File: config.mk
export PLATFORM = sky130hd
export DESIGN_NAME = audio_flanger_feedback_flat
export DESIGN_NICKNAME = d
export VERILOG_FILES = /design/src/rtl/afl_pkg.sv /design/src/rtl/afl_if.sv /design/src/rtl/afl_mul.sv /design/src/rtl/audio_flanger_feedback.sv /design/src/flat_wrapper.sv
export SDC_FILE = /design/constraint.sdc
export NUM_CORES = 2
export LEC_CHECK = 0
export ABC_AREA = 1
export BUFFER_PORTS_ARGS = -buffer_cell sky130_fd_sc_hd__buf_2
export CORE_MARGIN = 2
export CORE_UTILIZATION = 35
export CTS_BUF_LIST = sky130_fd_sc_hd__clkbuf_16
export CTS_CLUSTER_SIZE = 20
export DETAILED_ROUTE_END_ITERATION = 7
export PLACE_DENSITY = 0.57
export SETUP_SLACK_MARGIN = 0.05
export SYNTH_ARGS = -nofsm -noshare
export SYNTH_HDL_FRONTEND = slang
export SYNTH_SLANG_ARGS = --single-unit
File: constraint.sdc
create_clock -name clk_i -period 10.09 [get_ports clk_i]
set_clock_uncertainty 0.05 [all_clocks]
set_input_delay 0.5045 -clock clk_i [delete_from_list [all_inputs] [get_ports clk_i]]
set_output_delay 0.5045 -clock clk_i [all_outputs]
set_load 0.01 [all_outputs]
File: src/rtl/afl_pkg.sv
package afl_pkg;

  localparam int unsigned DELAY_LENGTH    = 8;
  localparam int unsigned CHANNELS        = 2;
  localparam int unsigned SINE_TABLE_SIZE = 256;
  localparam int unsigned SINE_TABLE_BITS = $clog2(SINE_TABLE_SIZE);

  // Keeps only the phase bits that select a sine table position.
  localparam logic [31:0] PHASE_MASK = ~((32'd1 << (32 - SINE_TABLE_BITS)) - 32'd1);

  localparam int unsigned CFG_IDX_W  = 2;
  localparam int unsigned CFG_DATA_W = 32;
  localparam int unsigned GAIN_W     = 17;

  localparam logic [GAIN_W-1:0] Q_ONE     = 17'd65536;
  localparam logic [GAIN_W-1:0] WET_RESET = 17'd32768;
  localparam logic [GAIN_W-1:0] SIN_A     = 17'd102944;
  localparam logic [GAIN_W-1:0] SIN_B     = 17'd42048;
  localparam logic [GAIN_W-1:0] SIN_C     = 17'd4640;
  localparam logic [GAIN_W-1:0] FB_SCALE  = 17'd55706;

  localparam int unsigned MUL_A_W = 19;
  localparam int unsigned MUL_B_W = 18;
  localparam int unsigned PROD_W  = MUL_A_W + MUL_B_W;

  typedef enum logic [1:0] {
    CFG_LFO_STEP      = 2'd0,
    CFG_SWEEP_DEPTH   = 2'd1,
    CFG_FEEDBACK_GAIN = 2'd2,
    CFG_WET_MIX       = 2'd3
  } cfg_idx_e;

  typedef enum logic [3:0] {
    ST_IDLE,
    ST_X2,
    ST_CX2,
    ST_BT,
    ST_AT,
    ST_DEPTH,
    ST_ADDR,
    ST_RD0,
    ST_RD1,
    ST_DLY,
    ST_MIXDRY,
    ST_STORE,
    ST_OUT
  } state_e;

endpackage

File: src/rtl/afl_if.sv
interface afl_in_if;
  logic               valid;
  logic               ready;
  logic               channel;
  logic signed [15:0] in_sample;

  modport source (output valid, output channel, output in_sample, input ready);
  modport sink (input valid, input channel, input in_sample, output ready);
endinterface

interface afl_out_if;
  logic               valid;
  logic               ready;
  logic signed [15:0] out_sample;

  modport source (output valid, output out_sample, input ready);
  modport sink (input valid, input out_sample, output ready);
endinterface

File: src/rtl/afl_mul.sv
module afl_mul (
  input  logic                                clk_i,
  input  logic                                en_i,
  input  logic signed [afl_pkg::MUL_A_W-1:0]  a_i,
  input  logic signed [afl_pkg::MUL_B_W-1:0]  b_i,
  output logic signed [afl_pkg::PROD_W-1:0]   p_o
);

  logic signed [afl_pkg::PROD_W-1:0] p_q;

  always_ff @(posedge clk_i) begin
    if (en_i) begin
      p_q <= afl_pkg::PROD_W'(a_i) * afl_pkg::PROD_W'(b_i);
    end
  end

  assign p_o = p_q;

endmodule

File: src/rtl/audio_flanger_feedback.sv
// Channel  Direction  Handshake          Payload
// in_i     sink       valid / ready      channel, in_sample
// out_o    source     valid / ready      out_sample
// cfg      write      cfg_we_i           cfg_idx_i, cfg_wdata_i
//
// One sample passes through eleven steps of a single shared 19 x 18 multiplier and an
// output step, sequenced by a small state machine, after the accept step; a new sample
// is taken only once the previous one has left the output step.
// The ring memory has one read port, so the two interpolation taps are read in turn.
// Reset is asynchronous and active low; ring entries not yet written read as zero.
// A result waits in the output register; the next sample is taken meanwhile, and only
// the final step stalls while that register is still full.
module audio_flanger_feedback #(
  parameter int unsigned DELAY_LENGTH = afl_pkg::DELAY_LENGTH,
  parameter int unsigned CHANNELS     = afl_pkg::CHANNELS
) (
  input  logic                               clk_i,
  input  logic                               rst_ni,
  afl_in_if.sink                             in_i,
  afl_out_if.source                          out_o,
  input  logic                               cfg_we_i,
  input  logic [afl_pkg::CFG_IDX_W-1:0]      cfg_idx_i,
  input  logic [afl_pkg::CFG_DATA_W-1:0]     cfg_wdata_i
);

  localparam int unsigned AW    = $clog2(DELAY_LENGTH);
  localparam int unsigned FW    = $clog2(DELAY_LENGTH + 1);
  localparam int unsigned CW    = (CHANNELS > 1) ? $clog2(CHANNELS) : 1;
  localparam int unsigned Depth = CHANNELS * DELAY_LENGTH;
  localparam int unsigned MW    = $clog2(Depth);
  localparam int unsigned PW    = afl_pkg::PROD_W;
  localparam int unsigned SW    = PW + 2;
  localparam int unsigned RW    = SW - 16;
  localparam int unsigned GW    = afl_pkg::GAIN_W;
  localparam int unsigned AMW   = afl_pkg::MUL_A_W;
  localparam int unsigned BMW   = afl_pkg::MUL_B_W;

  localparam logic [AW:0]            DlExt    = (AW + 1)'(DELAY_LENGTH);
  localparam logic [AW-1:0]          LastIdx  = AW'(DELAY_LENGTH - 1);
  localparam logic [FW-1:0]          FillFull = FW'(DELAY_LENGTH);
  localparam logic signed [SW-1:0]   Half     = SW'(32768);
  localparam logic signed [RW-1:0]   SatMax   = RW'(32767);
  localparam logic signed [RW-1:0]   SatMin   = RW'(-32768);

  function automatic logic signed [15:0] sat16(input logic signed [RW-1:0] v);
    logic signed [15:0] r;
    if (v > SatMax) begin
      r = 16'sh7fff;
    end else if (v < SatMin) begin
      r = -16'sh8000;
    end else begin
      r = v[15:0];
    end
    return r;
  endfunction

  function automatic logic [GW-1:0] sat_gain(input logic [GW-1:0] v);
    return (v > afl_pkg::Q_ONE) ? afl_pkg::Q_ONE : v;
  endfunction

  function automatic logic signed [AMW-1:0] ua(input logic [17:0] v);
    return $signed(AMW'(v));
  endfunction

  function automatic logic signed [AMW-1:0] sa(input logic signed [15:0] v);
    return AMW'(v);
  endfunction

  function automatic logic signed [BMW-1:0] ub(input logic [GW-1:0] v);
    return $signed(BMW'(v));
  endfunction

  afl_pkg::state_e state_q, state_d;

  logic [31:0]    lfo_step_q;
  logic [GW-1:0]  depth_q;
  logic [GW-1:0]  fbg_q;
  logic [GW-1:0]  mix_q;

  logic [31:0]    phase_q [CHANNELS];
  logic [AW-1:0]  wp_q    [CHANNELS];
  logic [FW-1:0]  fill_q  [CHANNELS];

  logic [CW-1:0]       ch_q;
  logic signed [15:0]  x_q;
  logic [1:0]          quad_q;
  logic [GW-1:0]       xs_q;
  logic [GW-1:0]       x2_q;
  logic [AW-1:0]       i1_q;
  logic [15:0]         frac_q;
  logic [15:0]         fb_q;
  logic signed [PW-1:0] acc_q;
  logic signed [15:0]  delayed_q;
  logic signed [15:0]  out_q;
  logic                out_vld_q;

  logic signed [15:0]  ring_mem [Depth];
  logic signed [15:0]  mem_rd_q;
  logic                rd_ok_q;

  logic                  in_acc;
  logic                  out_free;
  logic [CW-1:0]         ch_in;
  logic [31:0]           phase_in;
  logic [31:0]           phase_msk;
  logic [15:0]           xq_in;
  logic [GW-1:0]         xs_in;

  logic                  mul_en;
  logic signed [AMW-1:0] mul_a;
  logic signed [BMW-1:0] mul_b;
  logic signed [PW-1:0]  p;
  logic [PW-17:0]        p_hi;

  logic [GW-1:0]         t1;
  logic [GW-1:0]         t2;
  logic [GW-1:0]         s_mag;
  logic signed [17:0]    sine;
  logic signed [18:0]    u_sum;
  logic [GW-1:0]         u;
  logic [17:0]           depth3;
  logic [18:0]           dly;
  logic [AW:0]           t_idx;
  logic [AW-1:0]         i0;
  logic [AW-1:0]         i1;
  logic [15:0]           frac_w;
  logic [AW-1:0]         wp_cur;
  logic signed [15:0]    rd_val;

  logic signed [SW-1:0]  acc_sum;
  logic signed [SW-1:0]  p_sum;
  logic signed [RW-1:0]  rnd_acc;
  logic signed [RW-1:0]  rnd_p;
  logic signed [15:0]    stored;
  logic signed [15:0]    result;

  logic                  mem_re;
  logic                  mem_we;
  logic [AW-1:0]         rd_idx;
  logic [MW-1:0]         base;
  logic [MW-1:0]         rd_addr;
  logic [MW-1:0]         wr_addr;

  assign in_acc   = in_i.valid && in_i.ready;
  assign out_free = !out_vld_q || out_o.ready;

  assign in_i.ready       = (state_q == afl_pkg::ST_IDLE);
  assign out_o.valid      = out_vld_q;
  assign out_o.out_sample = out_q;

  // LFO phase is reduced to a table position, then to a quadrant and a Q16 offset.
  assign ch_in     = (CHANNELS > 1) ? CW'(in_i.channel) : '0;
  assign phase_in  = phase_q[ch_in];
  assign phase_msk = phase_in & afl_pkg::PHASE_MASK;
  assign xq_in     = phase_msk[29:14];
  assign xs_in     = phase_in[30] ? (afl_pkg::Q_ONE - GW'(xq_in)) : GW'(xq_in);

  afl_mul u_mul (
    .clk_i (clk_i),
    .en_i  (mul_en),
    .a_i   (mul_a),
    .b_i   (mul_b),
    .p_o   (p)
  );

  assign p_hi   = p[PW-1:16];
  assign t1     = afl_pkg::SIN_B - GW'(p_hi);
  assign t2     = afl_pkg::SIN_A - GW'(p_hi);
  assign s_mag  = (p_hi > (PW - 16)'(afl_pkg::Q_ONE)) ? afl_pkg::Q_ONE : GW'(p_hi);
  assign sine   = quad_q[1] ? -$signed({1'b0, s_mag}) : $signed({1'b0, s_mag});
  assign u_sum  = 19'(sine) + 19'sd65536;
  assign u      = u_sum[17:1];
  assign depth3 = 18'(depth_q) + (18'(depth_q) << 1);

  // Read position: write index minus the Q16 delay, modulo the ring length.
  assign dly    = 19'(afl_pkg::Q_ONE) + 19'(p_hi);
  assign wp_cur = wp_q[ch_q];
  assign t_idx  = (AW + 1)'(wp_cur) + DlExt - (AW + 1)'(dly[18:16])
                - (AW + 1)'(dly[15:0] != 16'd0);
  assign i0     = (t_idx >= DlExt) ? AW'(t_idx - DlExt) : AW'(t_idx);
  assign i1     = (i0 == LastIdx) ? '0 : i0 + AW'(1);
  assign frac_w = ~dly[15:0] + 16'd1;

  assign rd_val  = rd_ok_q ? mem_rd_q : '0;
  assign acc_sum = SW'(acc_q) + SW'(p) + Half;
  assign p_sum   = SW'(p) + Half;
  assign rnd_acc = acc_sum[SW-1:16];
  assign rnd_p   = p_sum[SW-1:16];
  assign stored  = sat16(rnd_p + RW'(x_q));
  assign result  = sat16(rnd_acc);

  assign base    = MW'(int'(ch_q) * DELAY_LENGTH);
  assign rd_idx  = (state_q == afl_pkg::ST_ADDR) ? i0 : i1_q;
  assign rd_addr = base + MW'(rd_idx);
  assign wr_addr = base + MW'(wp_cur);

  always_comb begin
    state_d = state_q;
    mul_en  = 1'b1;
    mul_a   = '0;
    mul_b   = '0;
    mem_re  = 1'b0;
    mem_we  = 1'b0;
    case (state_q)
      afl_pkg::ST_IDLE: begin
        mul_en = 1'b0;
        if (in_acc) begin
          state_d = afl_pkg::ST_X2;
        end
      end
      afl_pkg::ST_X2: begin
        mul_a   = ua(18'(xs_q));
        mul_b   = ub(xs_q);
        state_d = afl_pkg::ST_CX2;
      end
      afl_pkg::ST_CX2: begin
        mul_a   = ua(18'(afl_pkg::SIN_C));
        mul_b   = ub(GW'(p_hi));
        state_d = afl_pkg::ST_BT;
      end
      afl_pkg::ST_BT: begin
        mul_a   = ua(18'(t1));
        mul_b   = ub(x2_q);
        state_d = afl_pkg::ST_AT;
      end
      afl_pkg::ST_AT: begin
        mul_a   = ua(18'(t2));
        mul_b   = ub(xs_q);
        state_d = afl_pkg::ST_DEPTH;
      end
      afl_pkg::ST_DEPTH: begin
        mul_a   = ua(depth3);
        mul_b   = ub(u);
        state_d = afl_pkg::ST_ADDR;
      end
      afl_pkg::ST_ADDR: begin
        mem_re  = 1'b1;
        mul_a   = ua(18'(fbg_q));
        mul_b   = ub(afl_pkg::FB_SCALE);
        state_d = afl_pkg::ST_RD0;
      end
      afl_pkg::ST_RD0: begin
        mem_re  = 1'b1;
        mul_a   = sa(rd_val);
        mul_b   = ub(afl_pkg::Q_ONE - GW'(frac_q));
        state_d = afl_pkg::ST_RD1;
      end
      afl_pkg::ST_RD1: begin
        mul_a   = sa(rd_val);
        mul_b   = ub(GW'(frac_q));
        state_d = afl_pkg::ST_DLY;
      end
      afl_pkg::ST_DLY: begin
        mul_a   = sa(x_q);
        mul_b   = ub(afl_pkg::Q_ONE - mix_q);
        state_d = afl_pkg::ST_MIXDRY;
      end
      afl_pkg::ST_MIXDRY: begin
        mul_a   = sa(delayed_q);
        mul_b   = ub(GW'(fb_q));
        state_d = afl_pkg::ST_STORE;
      end
      afl_pkg::ST_STORE: begin
        mem_we  = 1'b1;
        mul_a   = sa(delayed_q);
        mul_b   = ub(mix_q);
        state_d = afl_pkg::ST_OUT;
      end
      afl_pkg::ST_OUT: begin
        mul_en = 1'b0;
        if (out_free) begin
          state_d = afl_pkg::ST_IDLE;
        end
      end
      default: begin
        mul_en  = 1'b0;
        state_d = afl_pkg::ST_IDLE;
      end
    endcase
  end

  always_ff @(posedge clk_i or negedge rst_ni) begin
    if (!rst_ni) begin
      state_q <= afl_pkg::ST_IDLE;
    end else begin
      state_q <= state_d;
    end
  end

  always_ff @(posedge clk_i or negedge rst_ni) begin
    if (!rst_ni) begin
      lfo_step_q <= '0;
      depth_q    <= '0;
      fbg_q      <= '0;
      mix_q      <= afl_pkg::WET_RESET;
    end else if (cfg_we_i) begin
      case (afl_pkg::cfg_idx_e'(cfg_idx_i))
        afl_pkg::CFG_LFO_STEP:      lfo_step_q <= cfg_wdata_i;
        afl_pkg::CFG_SWEEP_DEPTH:   depth_q    <= sat_gain(cfg_wdata_i[GW-1:0]);
        afl_pkg::CFG_FEEDBACK_GAIN: fbg_q      <= sat_gain(cfg_wdata_i[GW-1:0]);
        afl_pkg::CFG_WET_MIX:       mix_q      <= sat_gain(cfg_wdata_i[GW-1:0]);
        default: begin
        end
      endcase
    end
  end

  // Entries are written in order from index zero, so a fill count per channel tells
  // which ring entries have not yet been written.
  always_ff @(posedge clk_i or negedge rst_ni) begin
    if (!rst_ni) begin
      for (int c = 0; c < CHANNELS; c++) begin
        phase_q[c] <= '0;
        wp_q[c]    <= '0;
        fill_q[c]  <= '0;
      end
    end else if (state_q == afl_pkg::ST_STORE) begin
      phase_q[ch_q] <= phase_q[ch_q] + lfo_step_q;
      wp_q[ch_q]    <= (wp_cur == LastIdx) ? '0 : wp_cur + AW'(1);
      if (fill_q[ch_q] != FillFull) begin
        fill_q[ch_q] <= fill_q[ch_q] + FW'(1);
      end
    end
  end

  always_ff @(posedge clk_i or negedge rst_ni) begin
    if (!rst_ni) begin
      out_vld_q <= 1'b0;
    end else if (state_q == afl_pkg::ST_OUT && out_free) begin
      out_vld_q <= 1'b1;
    end else if (out_o.ready) begin
      out_vld_q <= 1'b0;
    end
  end

  always_ff @(posedge clk_i) begin
    if (in_acc) begin
      ch_q   <= ch_in;
      x_q    <= in_i.in_sample;
      quad_q <= phase_in[31:30];
      xs_q   <= xs_in;
    end
    case (state_q)
      afl_pkg::ST_CX2: x2_q <= GW'(p_hi);
      afl_pkg::ST_ADDR: begin
        i1_q   <= i1;
        frac_q <= frac_w;
      end
      afl_pkg::ST_RD0: fb_q <= 16'(p_hi);
      afl_pkg::ST_RD1: acc_q <= p;
      afl_pkg::ST_DLY: delayed_q <= rnd_acc[15:0];
      afl_pkg::ST_MIXDRY: acc_q <= p;
      afl_pkg::ST_OUT: begin
        if (out_free) begin
          out_q <= result;
        end
      end
      default: begin
      end
    endcase
  end

  always_ff @(posedge clk_i) begin
    if (mem_we) begin
      ring_mem[wr_addr] <= stored;
    end
    if (mem_re) begin
      mem_rd_q <= ring_mem[rd_addr];
      rd_ok_q  <= (FW'(rd_idx) < fill_q[ch_q]);
    end
  end

  a_fixed_latency: assert property (@(posedge clk_i) disable iff (!rst_ni)
    in_acc |-> ##12 (state_q == afl_pkg::ST_OUT))
    else $error("Sample did not reach the final step after twelve cycles.");

  a_result_loaded: assert property (@(posedge clk_i) disable iff (!rst_ni)
    (state_q == afl_pkg::ST_OUT && out_free) |=> (out_vld_q && state_q == afl_pkg::ST_IDLE))
    else $error("Finished result was not placed in the output register.");

  a_ring_bounds: assert property (@(posedge clk_i) disable iff (!rst_ni)
    (state_q == afl_pkg::ST_STORE) |-> (fill_q[ch_q] <= FillFull && wp_cur <= LastIdx))
    else $error("Ring write index or fill count out of range.");

endmodule

File: src/flat_wrapper.sv
// flat-port wrapper written by rule: the top's interface ports become plain ports
module audio_flanger_feedback_flat 
#(
  parameter int unsigned DELAY_LENGTH = afl_pkg::DELAY_LENGTH,
  parameter int unsigned CHANNELS     = afl_pkg::CHANNELS
)
  (clk_i, rst_ni, cfg_we_i, cfg_idx_i, cfg_wdata_i, in_i_valid, in_i_channel, in_i_in_sample, in_i_ready, out_o_valid, out_o_out_sample, out_o_ready);
  afl_in_if in_i_i ();
  afl_out_if out_o_i ();
  input  logic clk_i;
  input  logic rst_ni;
  input  logic cfg_we_i;
  input  logic [afl_pkg::CFG_IDX_W-1:0] cfg_idx_i;
  input  logic [afl_pkg::CFG_DATA_W-1:0] cfg_wdata_i;
  input wire logic [$bits(in_i_i.valid)-1:0] in_i_valid;
  input wire logic [$bits(in_i_i.channel)-1:0] in_i_channel;
  input wire logic [$bits(in_i_i.in_sample)-1:0] in_i_in_sample;
  output wire logic [$bits(in_i_i.ready)-1:0] in_i_ready;
  output wire logic [$bits(out_o_i.valid)-1:0] out_o_valid;
  output wire logic [$bits(out_o_i.out_sample)-1:0] out_o_out_sample;
  input wire logic [$bits(out_o_i.ready)-1:0] out_o_ready;
  assign in_i_i.valid = in_i_valid;
  assign in_i_i.channel = in_i_channel;
  assign in_i_i.in_sample = in_i_in_sample;
  assign in_i_ready = in_i_i.ready;
  assign out_o_valid = out_o_i.valid;
  assign out_o_out_sample = out_o_i.out_sample;
  assign out_o_i.ready = out_o_ready;
  audio_flanger_feedback #(.DELAY_LENGTH(DELAY_LENGTH), .CHANNELS(CHANNELS)) u_core (.clk_i(clk_i), .rst_ni(rst_ni), .in_i(in_i_i), .out_o(out_o_i), .cfg_we_i(cfg_we_i), .cfg_idx_i(cfg_idx_i), .cfg_wdata_i(cfg_wdata_i));
endmodule
Word-level counts from Yosys, hierarchy flattened
Memory sizes are Yosys's and may differ from the RTL's. A register that Yosys moved wholly into a read port is not among the register bits.
Cells that the tools add are included.
{ "totals": {"latch_bits": 0, "mem_bits_ro": 0, "mem_bits_rw": 256, "inputBits": 56, "mem_count": 1, "regBits": 361} }
{ "classes": {"n_shift": 0, "div": 0, "mul": 1, "eq_ne": 20, "reduce_logical": 22, "n_bitwise": 3, "magnitude_cmp": 11, "muxes": 44, "addsub": 24} }
{ "mem_list": {"columns": ["name", "words", "width", "rd", "rd_clocked_by_memory_dff", "wr", "line", "source"], "rows": [
  ["u_core.ring_mem", 16, 16, 1, 1, 1, "audio_flanger_feedback.sv:97", "logic signed [15:0] ring_mem [Depth];"]
]} }
{ "op_table": {"columns": ["op", "count"], "rows": [
  ["2-to-1 mux 32 bit", 7],
  ["one-hot mux 19 bit (9 select lines)", 1],
  ["one-hot mux 17 bit (10 select lines)", 1],
  ["2-to-1 mux 16 bit", 5],
  ["bitwise mux 64 bit", 1],
  ["one-hot mux 4 bit (13 select lines)", 1],
  ["greater-than comparator 23 x 16 -> 1 bit, second input constant", 2],
  ["less-than comparator 23 x 16 -> 1 bit, second input constant", 2],
  ["adder 39 x 17 -> 39 bit, second input constant", 1],
  ["adder 37 x 17 -> 38 bit, second input constant", 1],
  ["adder 37 x 37 -> 38 bit", 1],
  ["multiplier 19 x 18 -> 37 bit", 1],
  ["2-to-1 mux 17 bit", 2],
  ["subtractor 17 x 16 -> 17 bit, first input constant", 2],
  ["subtractor 17 bit, first input constant", 2],
  ["adder 32 bit", 1],
  ["demux 32 bit (select 1 bit)", 1],
  ["2-to-1 mux 4 bit", 6],
  ["adder 22 x 16 -> 23 bit", 1],
  ["greater-than comparator 21 x 17 -> 1 bit, second input constant", 1],
  ["2-to-1 mux 3 bit", 7],
  ["equality test 4 bit, second input constant", 5],
  ["adder 17 x 19 -> 19 bit, first input constant", 1],
  ["adder 17 x 18 -> 18 bit", 1],
  ["other kinds (43)", 71]
]} }

Logic depth before layout (Yosys ltp)
{ "logic_depth": {"depth_word": 11, "ltp_mapped": 49, "depth_no_buf": 48} }

Cells and area by module
From an unflattened synthesis, not the netlist that was laid out.
{ "unflattened": {"cells_unflattened": 5560, "hier_area_um2": 47916.0} }
{ "modules_own_cells": {"columns": ["mod", "n_inst", "seq_area_each_um2", "area_per_inst_um2", "cells_per_inst"], "rows": [
  ["audio_flanger_feedback", 1, 16737.3, 32894.0, 3618],
  ["afl_mul", 1, 1111.1, 15021.9, 1942]
]} }

Least setup slack after synthesis
Ideal clock, no wire load.
{ "synth_path": {"path_kind": "reg-to-reg", "startpoint": "register u_core.state_q[2]", "endpoint": "register u_core.u_mul.p_q, in the netlist u_core.u_mul.p_o[36] (data pin)", "period_less_slack_ns": 8.230, "t_arrival_ns": 7.912, "required_ns": 9.772, "path_slack_ns": 1.860, "n_path_buf": 1, "path_stages_with_launch": 28, "cell_sequence": "dfrtp_1 -> nor2_1 -> inv_1 -> nor2_1 -> clkinv_1 -> clkbuf_1 -> o2111ai_1 -> a21oi_1 -> nand2_2 -> clkinv_1 -> nor2_1 -> inv_1 -> fa_1 -> fa_1 -> inv_1 -> fa_1 -> fa_1 -> fa_1 -> inv_1 -> fa_1 -> inv_1 -> ha_1 -> a21oi_1 -> o21ai_0 -> a221oi_1 -> nand2_1 -> a211oi_1 -> xor2_1"} }
{ "synth_via": {"elab_chain_len": 4, "word_cells_on_any_way": 17, "classes_between": "1 x mul; 11 x eq/ne; 2 x mux; 3 x reduce/logical"} }
{ "synth_rtl": {"columns": ["element", "line", "source"], "rows": [
  ["start, declared", "audio_flanger_feedback.sv:73", "afl_pkg::state_e state_q, state_d;"],
  ["start signal, assigned", "audio_flanger_feedback.sv:284", "state_q <= afl_pkg::ST_IDLE;"],
  ["start signal, assigned", "audio_flanger_feedback.sv:286", "state_q <= state_d;"],
  ["equality test 4 x 1 -> 1 bit (tied with other cells)", "audio_flanger_feedback.sv:204", "case (state_q)"],
  ["OR reduction 2 bit (no line)", null, null],
  ["one-hot mux 17 bit (10 select lines) / one-hot mux 19 bit (9 select lines) (equally long branches)", "audio_flanger_feedback.sv:204", null],
  ["multiplier 19 x 18 -> 37 bit *", "afl_mul.sv:13", "p_q <= afl_pkg::PROD_W'(a_i) * afl_pkg::PROD_W'(b_i);"],
  ["end signal, assigned", "afl_mul.sv:13", null],
  ["end, declared", "afl_mul.sv:9", "logic signed [afl_pkg::PROD_W-1:0] p_q;"]
]} }
Every way passes the cells marked *; elsewhere a longest branch is shown, timed or not.
A chain may end at the register's enable or synchronous reset.

Worst setup path after layout
{ "layout_path": {"startpoint": "register u_core.state_q[2]", "endpoint": "register u_core.u_mul.p_q, in the netlist u_core.u_mul.p_o[35] (data pin)"} }
The elaborated chain is that of the path after synthesis.

==> impl_results.html <==
<table>
<tr><th>Metric</th><th>Value</th></tr>
<tr><th colspan="2">Status</th></tr>
<tr><td>Outcome</td><td>finished clean</td></tr>
<tr><th colspan="2">Timing</th></tr>
<tr><td>Worst slew slack as a fraction of its limit</td><td>0.203</td></tr>
<tr><td>Setup repair after global routing missed its margin</td><td>false</td></tr>
<tr><td>Final total negative setup slack</td><td>0 ns</td></tr>
<tr><td>Final count of hold timing violations</td><td>0</td></tr>
<tr><td>Final number of setup-violating endpoints</td><td>0</td></tr>
<tr><td>Worst Tran Pin Value</td><td>1.19 ns</td></tr>
<tr><td>Final-report max-slew violation count</td><td>0</td></tr>
<tr><td>Final worst path period need</td><td>9.48 ns</td></tr>
<tr><td>Highest clock frequency the design can meet</td><td>0.105 GHz</td></tr>
<tr><td>Part of the cycle the worst path needs</td><td>0.940</td></tr>
<tr><th colspan="2">Floorplan</th></tr>
<tr><td>X dimension of the die</td><td>366 um</td></tr>
<tr><td>Die Footprint</td><td>0.134 mm^2</td></tr>
<tr><td>Placeable core region</td><td>0.130 mm^2</td></tr>
<tr><td>Effective utilization at floorplan</td><td>0.353</td></tr>
<tr><td>Top-level port count</td><td>74</td></tr>
<tr><td>Die Y</td><td>366 um</td></tr>
<tr><td>Num rows</td><td>132</td></tr>
<tr><th colspan="2">Clock network</th></tr>
<tr><td>Clk sink count</td><td>622</td></tr>
<tr><td>CTS tree</td><td>built</td></tr>
<tr><td>Htree depth</td><td>3</td></tr>
<tr><td>Clock slew at the register clock pins of the worst setup and hold paths</td><td>0.06 ns</td></tr>
<tr><td>Maximum buffer depth of the clock tree</td><td>3</td></tr>
<tr><td>Root buffer selected by CTS</td><td>sky130_fd_sc_hd__clkbuf_16</td></tr>
<tr><td>TritonCTS Buffers</td><td>69</td></tr>
<tr><td>Worst skew pair latency</td><td>0.67 ns</td></tr>
<tr><th colspan="2">Finish</th></tr>
<tr><td>Layout Area Growth over Synthesis</td><td>11.8%</td></tr>
<tr><td>Final Non-Filler Cells</td><td>7,219</td></tr>
<tr><td>End-of-flow core utilization</td><td>0.395</td></tr>
<tr><td>Seq. cell area</td><td>0.0178 mm^2</td></tr>
<tr><td>Fraction of layout cells with a size suffix above 1</td><td>0.0752</td></tr>
<tr><td>Combined area of the multi-input logic cells</td><td>0.0241 mm^2</td></tr>
<tr><td>Number of inserted filler cells in the final layout</td><td>13,200</td></tr>
<tr><td>Post-layout nets</td><td>6,033</td></tr>
<tr><td>Ant. Diodes</td><td>0</td></tr>
<tr><th colspan="2">Route</th></tr>
<tr><td>Number of detailed-routing iterations run before antenna repair</td><td>6</td></tr>
<tr><td>Final routed wire length divided by cell count</td><td>19.9 um</td></tr>
<tr><td>Total wirelength of the detailed-routed design</td><td>144,000 um</td></tr>
<tr><td>Number of vias per cell after detailed routing</td><td>5.10</td></tr>
<tr><td>Total via count in the routed design</td><td>36,800</td></tr>
<tr><td>First-iteration detailed-routing DRC count</td><td>3,482</td></tr>
<tr><td>Remaining antenna violation count</td><td>0</td></tr>
<tr><td>DRC violation count after routing</td><td>0</td></tr>
<tr><th colspan="2">Worst setup path</th></tr>
<tr><td>Maximum net fanout on the critical path</td><td>11</td></tr>
<tr><td>Category of the most critical setup path</td><td>reg -&gt; reg</td></tr>
<tr><td>Critical path's most frequent cell</td><td>sky130_fd_sc_hd__inv_1</td></tr>
<tr><td>CP Data Required Time</td><td>10.43 ns</td></tr>
<tr><td>Crit-path slowest cell</td><td>sky130_fd_sc_hd__nor2_1</td></tr>
<tr><td>Delay of the slowest critical-path stage</td><td>0.81 ns</td></tr>
<tr><td>Arrival time of the worst setup path</td><td>9.82 ns</td></tr>
<tr><td>Worst setup path startpoint</td><td>u_core.state_q[2]$_DFFE_PN0P_</td></tr>
<tr><td>Type of element capturing the critical path</td><td>register</td></tr>
<tr><td>Critical Path Source Type</td><td>register</td></tr>
<tr><td>R2r startpoint</td><td>u_core.state_q[2]$_DFFE_PN0P_</td></tr>
<tr><th colspan="2">Synth</th></tr>
<tr><td>Sequential element share of the synthesized area</td><td>0.389</td></tr>
<tr><td>Number of flops mapped to enable cells by yosys</td><td>456</td></tr>
<tr><td>Most instantiated flip-flop cell in the synthesis netlist</td><td>sky130_fd_sc_hd__edfxtp_1</td></tr>
<tr><td>Distinct cells, synth</td><td>64</td></tr>
<tr><td>Area of the mapped netlist</td><td>0.0459 mm^2</td></tr>
<tr><td>Synthesized instance count</td><td>5,291</td></tr>
<tr><td>Number of nets in the synthesized netlist</td><td>5,901</td></tr>
<tr><td>Synthesized area divided by synthesized cell count</td><td>8.67 um^2</td></tr>
<tr><td>Fraction of registers with async set/reset</td><td>0.267</td></tr>
<tr><td>Synthesis-stage register bit count</td><td>622</td></tr>
<tr><td>Synth warnings</td><td>0</td></tr>
<tr><th colspan="2">Worst hold path</th></tr>
<tr><td>Class of the tightest hold or removal check</td><td>in -&gt; reg</td></tr>
<tr><td>Worst hold path startpoint</td><td>cfg_wdata_i[24]</td></tr>
<tr><th colspan="2">Placed design</th></tr>
<tr><td>Sum of net half-perimeters after detailed placement</td><td>108,000 um</td></tr>
<tr><td># placed instances</td><td>7,069</td></tr>
<tr><td>Routability Congestion</td><td>0.993</td></tr>
<tr><td>Quantity of I/O buffers inserted on ports</td><td>73</td></tr>
<tr><th colspan="2">Flow run</th></tr>
<tr><td>Maxcap violations</td><td>0</td></tr>
<tr><th colspan="2">GRT</th></tr>
<tr><td>Initial antenna violation count</td><td>3</td></tr>
<tr><td>Global-route wire length before repair</td><td>218,000 um</td></tr>
<tr><td>Overflow after GRT</td><td>0</td></tr>
<tr><td>Pin count of the biggest net entering global routing</td><td>94</td></tr>
<tr><td>Vias in the first global route</td><td>35,300</td></tr>
<tr><td>Tot GR Track Use</td><td>0.212</td></tr>
</table>
-- cell families after synthesis --
| family | count (synthesis) | synth area share |
|---|---|---|
| AOI/OAI and AO/OA | 832 | 0.103 |
| DFF | 622 | 0.389 |
| adders and majority gates | 554 | 0.205 |
| muxes | 18 | 0.00437 |
| buffers and inverters | 1067 | 0.0887 |
| xor gates and xnor gates | 134 | 0.0256 |
| and+or+nand+nor | 2064 | 0.183 |
-- worst paths after layout --
| path | end | slack (ns) | cells after the start |
|---|---|---|---|
| hold reg to reg | u_core.acc_q[1]$_DFFE_PN_ | 0.36 | 0 |
| setup reg to reg | u_core.u_mul.p_o[35]$_DFFE_PP_ | 0.61 | 34 |
| hold / removal | u_core.lfo_step_q[24]$_DFFE_PN0P_ | 0.05 | 2 |
| min in group asynchronous | u_core.lfo_step_q[29]$_DFFE_PN0P_ | 0.46 | 2 |
| setup / recovery | u_core.u_mul.p_o[35]$_DFFE_PP_ | 0.61 | 34 |
| max in group asynchronous | u_core.fbg_q[5]$_DFFE_PN0P_ | 7.99 | 3 |
-- layout by cell type (no fill, tap or decap), types with 36 or more instances in the layout --
cell type / count
sky130_fd_sc_hd__xor2_1: 93
sky130_fd_sc_hd__inv_1: 907
sky130_fd_sc_hd__nand2_1: 1192
sky130_fd_sc_hd__a21oi_1: 189
sky130_fd_sc_hd__nor2_1: 500
sky130_fd_sc_hd__o21ai_0: 415
sky130_fd_sc_hd__buf_2: 72
sky130_fd_sc_hd__xnor2_1: 41
sky130_fd_sc_hd__nor3_1: 40
sky130_fd_sc_hd__edfxtp_1: 456
sky130_fd_sc_hd__o221ai_1: 36
sky130_fd_sc_hd__nor2_2: 44
sky130_fd_sc_hd__ha_1: 223
sky130_fd_sc_hd__dfrtp_1: 165
sky130_fd_sc_hd__o22ai_1: 39
sky130_fd_sc_hd__buf_4: 113
sky130_fd_sc_hd__fa_1: 331
sky130_fd_sc_hd__clkbuf_16: 69
sky130_fd_sc_hd__nand3_1: 185
sky130_fd_sc_hd__nand4_1: 36
-- stage by stage --
stage	area, um^2	setup slack (ns)	hold slack [ns]
final	51300	0.610	0.0505
after global routing	51300	0.0292	0.0191
after CTS	51200	0.635	0.00336
after detailed placement	48800	0.672	0.398
after global placement	48800	0.706	0.400
after floorplan	45900	1.86	0.159
-- synth_stat cells (41+ instances only) --
cell type / n / share of area
sky130_fd_sc_hd__a21oi_1: 190 / 0.021
sky130_fd_sc_hd__clkbuf_1: 120 / 0.0098
sky130_fd_sc_hd__dfrtp_1: 165 / 0.090
sky130_fd_sc_hd__edfxtp_1: 456 / 0.30
sky130_fd_sc_hd__fa_1: 331 / 0.14
sky130_fd_sc_hd__ha_1: 223 / 0.061
sky130_fd_sc_hd__inv_1: 898 / 0.074
sky130_fd_sc_hd__nand2_1: 1193 / 0.098
sky130_fd_sc_hd__nand3_1: 186 / 0.020
sky130_fd_sc_hd__nor2_1: 525 / 0.043
sky130_fd_sc_hd__o21ai_0: 416 / 0.045
sky130_fd_sc_hd__xnor2_1: 41 / 0.0078
sky130_fd_sc_hd__xor2_1: 93 / 0.018
-- routing by layer --
layer  track usage  wire, um  vias up
met5             0         7        -
met3        0.0323      9940      222
met4        0.0673      4560        2
met2         0.333     65200     1248
met1         0.299     64100    18000
li1              -         -    17400
-- what timing repair did --
item	4_1_cts	5_1_grt
hold buffers	24	0
gates resized for setup	0	5
hold endpoints to repair	115	0
buffers inserted	0	1
endpoints found under the setup margin	0	8
-- flip-flops by register name, indices dropped and copies added, names as in the netlist, 17 cells and up --
| signal | flops |
|---|---|
| u_core.acc_q | 37 |
| u_core.u_mul.p_o | 37 |
| u_core.mix_q | 17 |
| u_core.phase_q | 64 |
| u_core.fbg_q | 17 |
| u_core.ring_mem | 256 |
| u_core.lfo_step_q | 32 |
| u_core.depth_q | 17 |
| u_core.x2_q | 17 |
-- critical path: cells and delay by family (launching register included) --
kind            cells  cell delay (ns)
fa+ha+maj           7             3.13
buf+inv            11             1.96
compound gates      9             1.88
simple gates        6             1.50
flops               1             0.50
xor+xnor            1             0.16
-- cell type report --
class | count | share of cell area
flip-flops and latches | 622 | 0.348
multi-input cells | 3602 | 0.469
clock inverters | 56 | 0.0103
well taps | 1742 | 0.0425
clock buffers | 69 | 0.0337
repair buffers | 210 | 0.0285
inverters | 918 | 0.0675
Power is not shown: default switching activity piles up to over one toggle a cycle in this logic, so the estimate is an artifact.
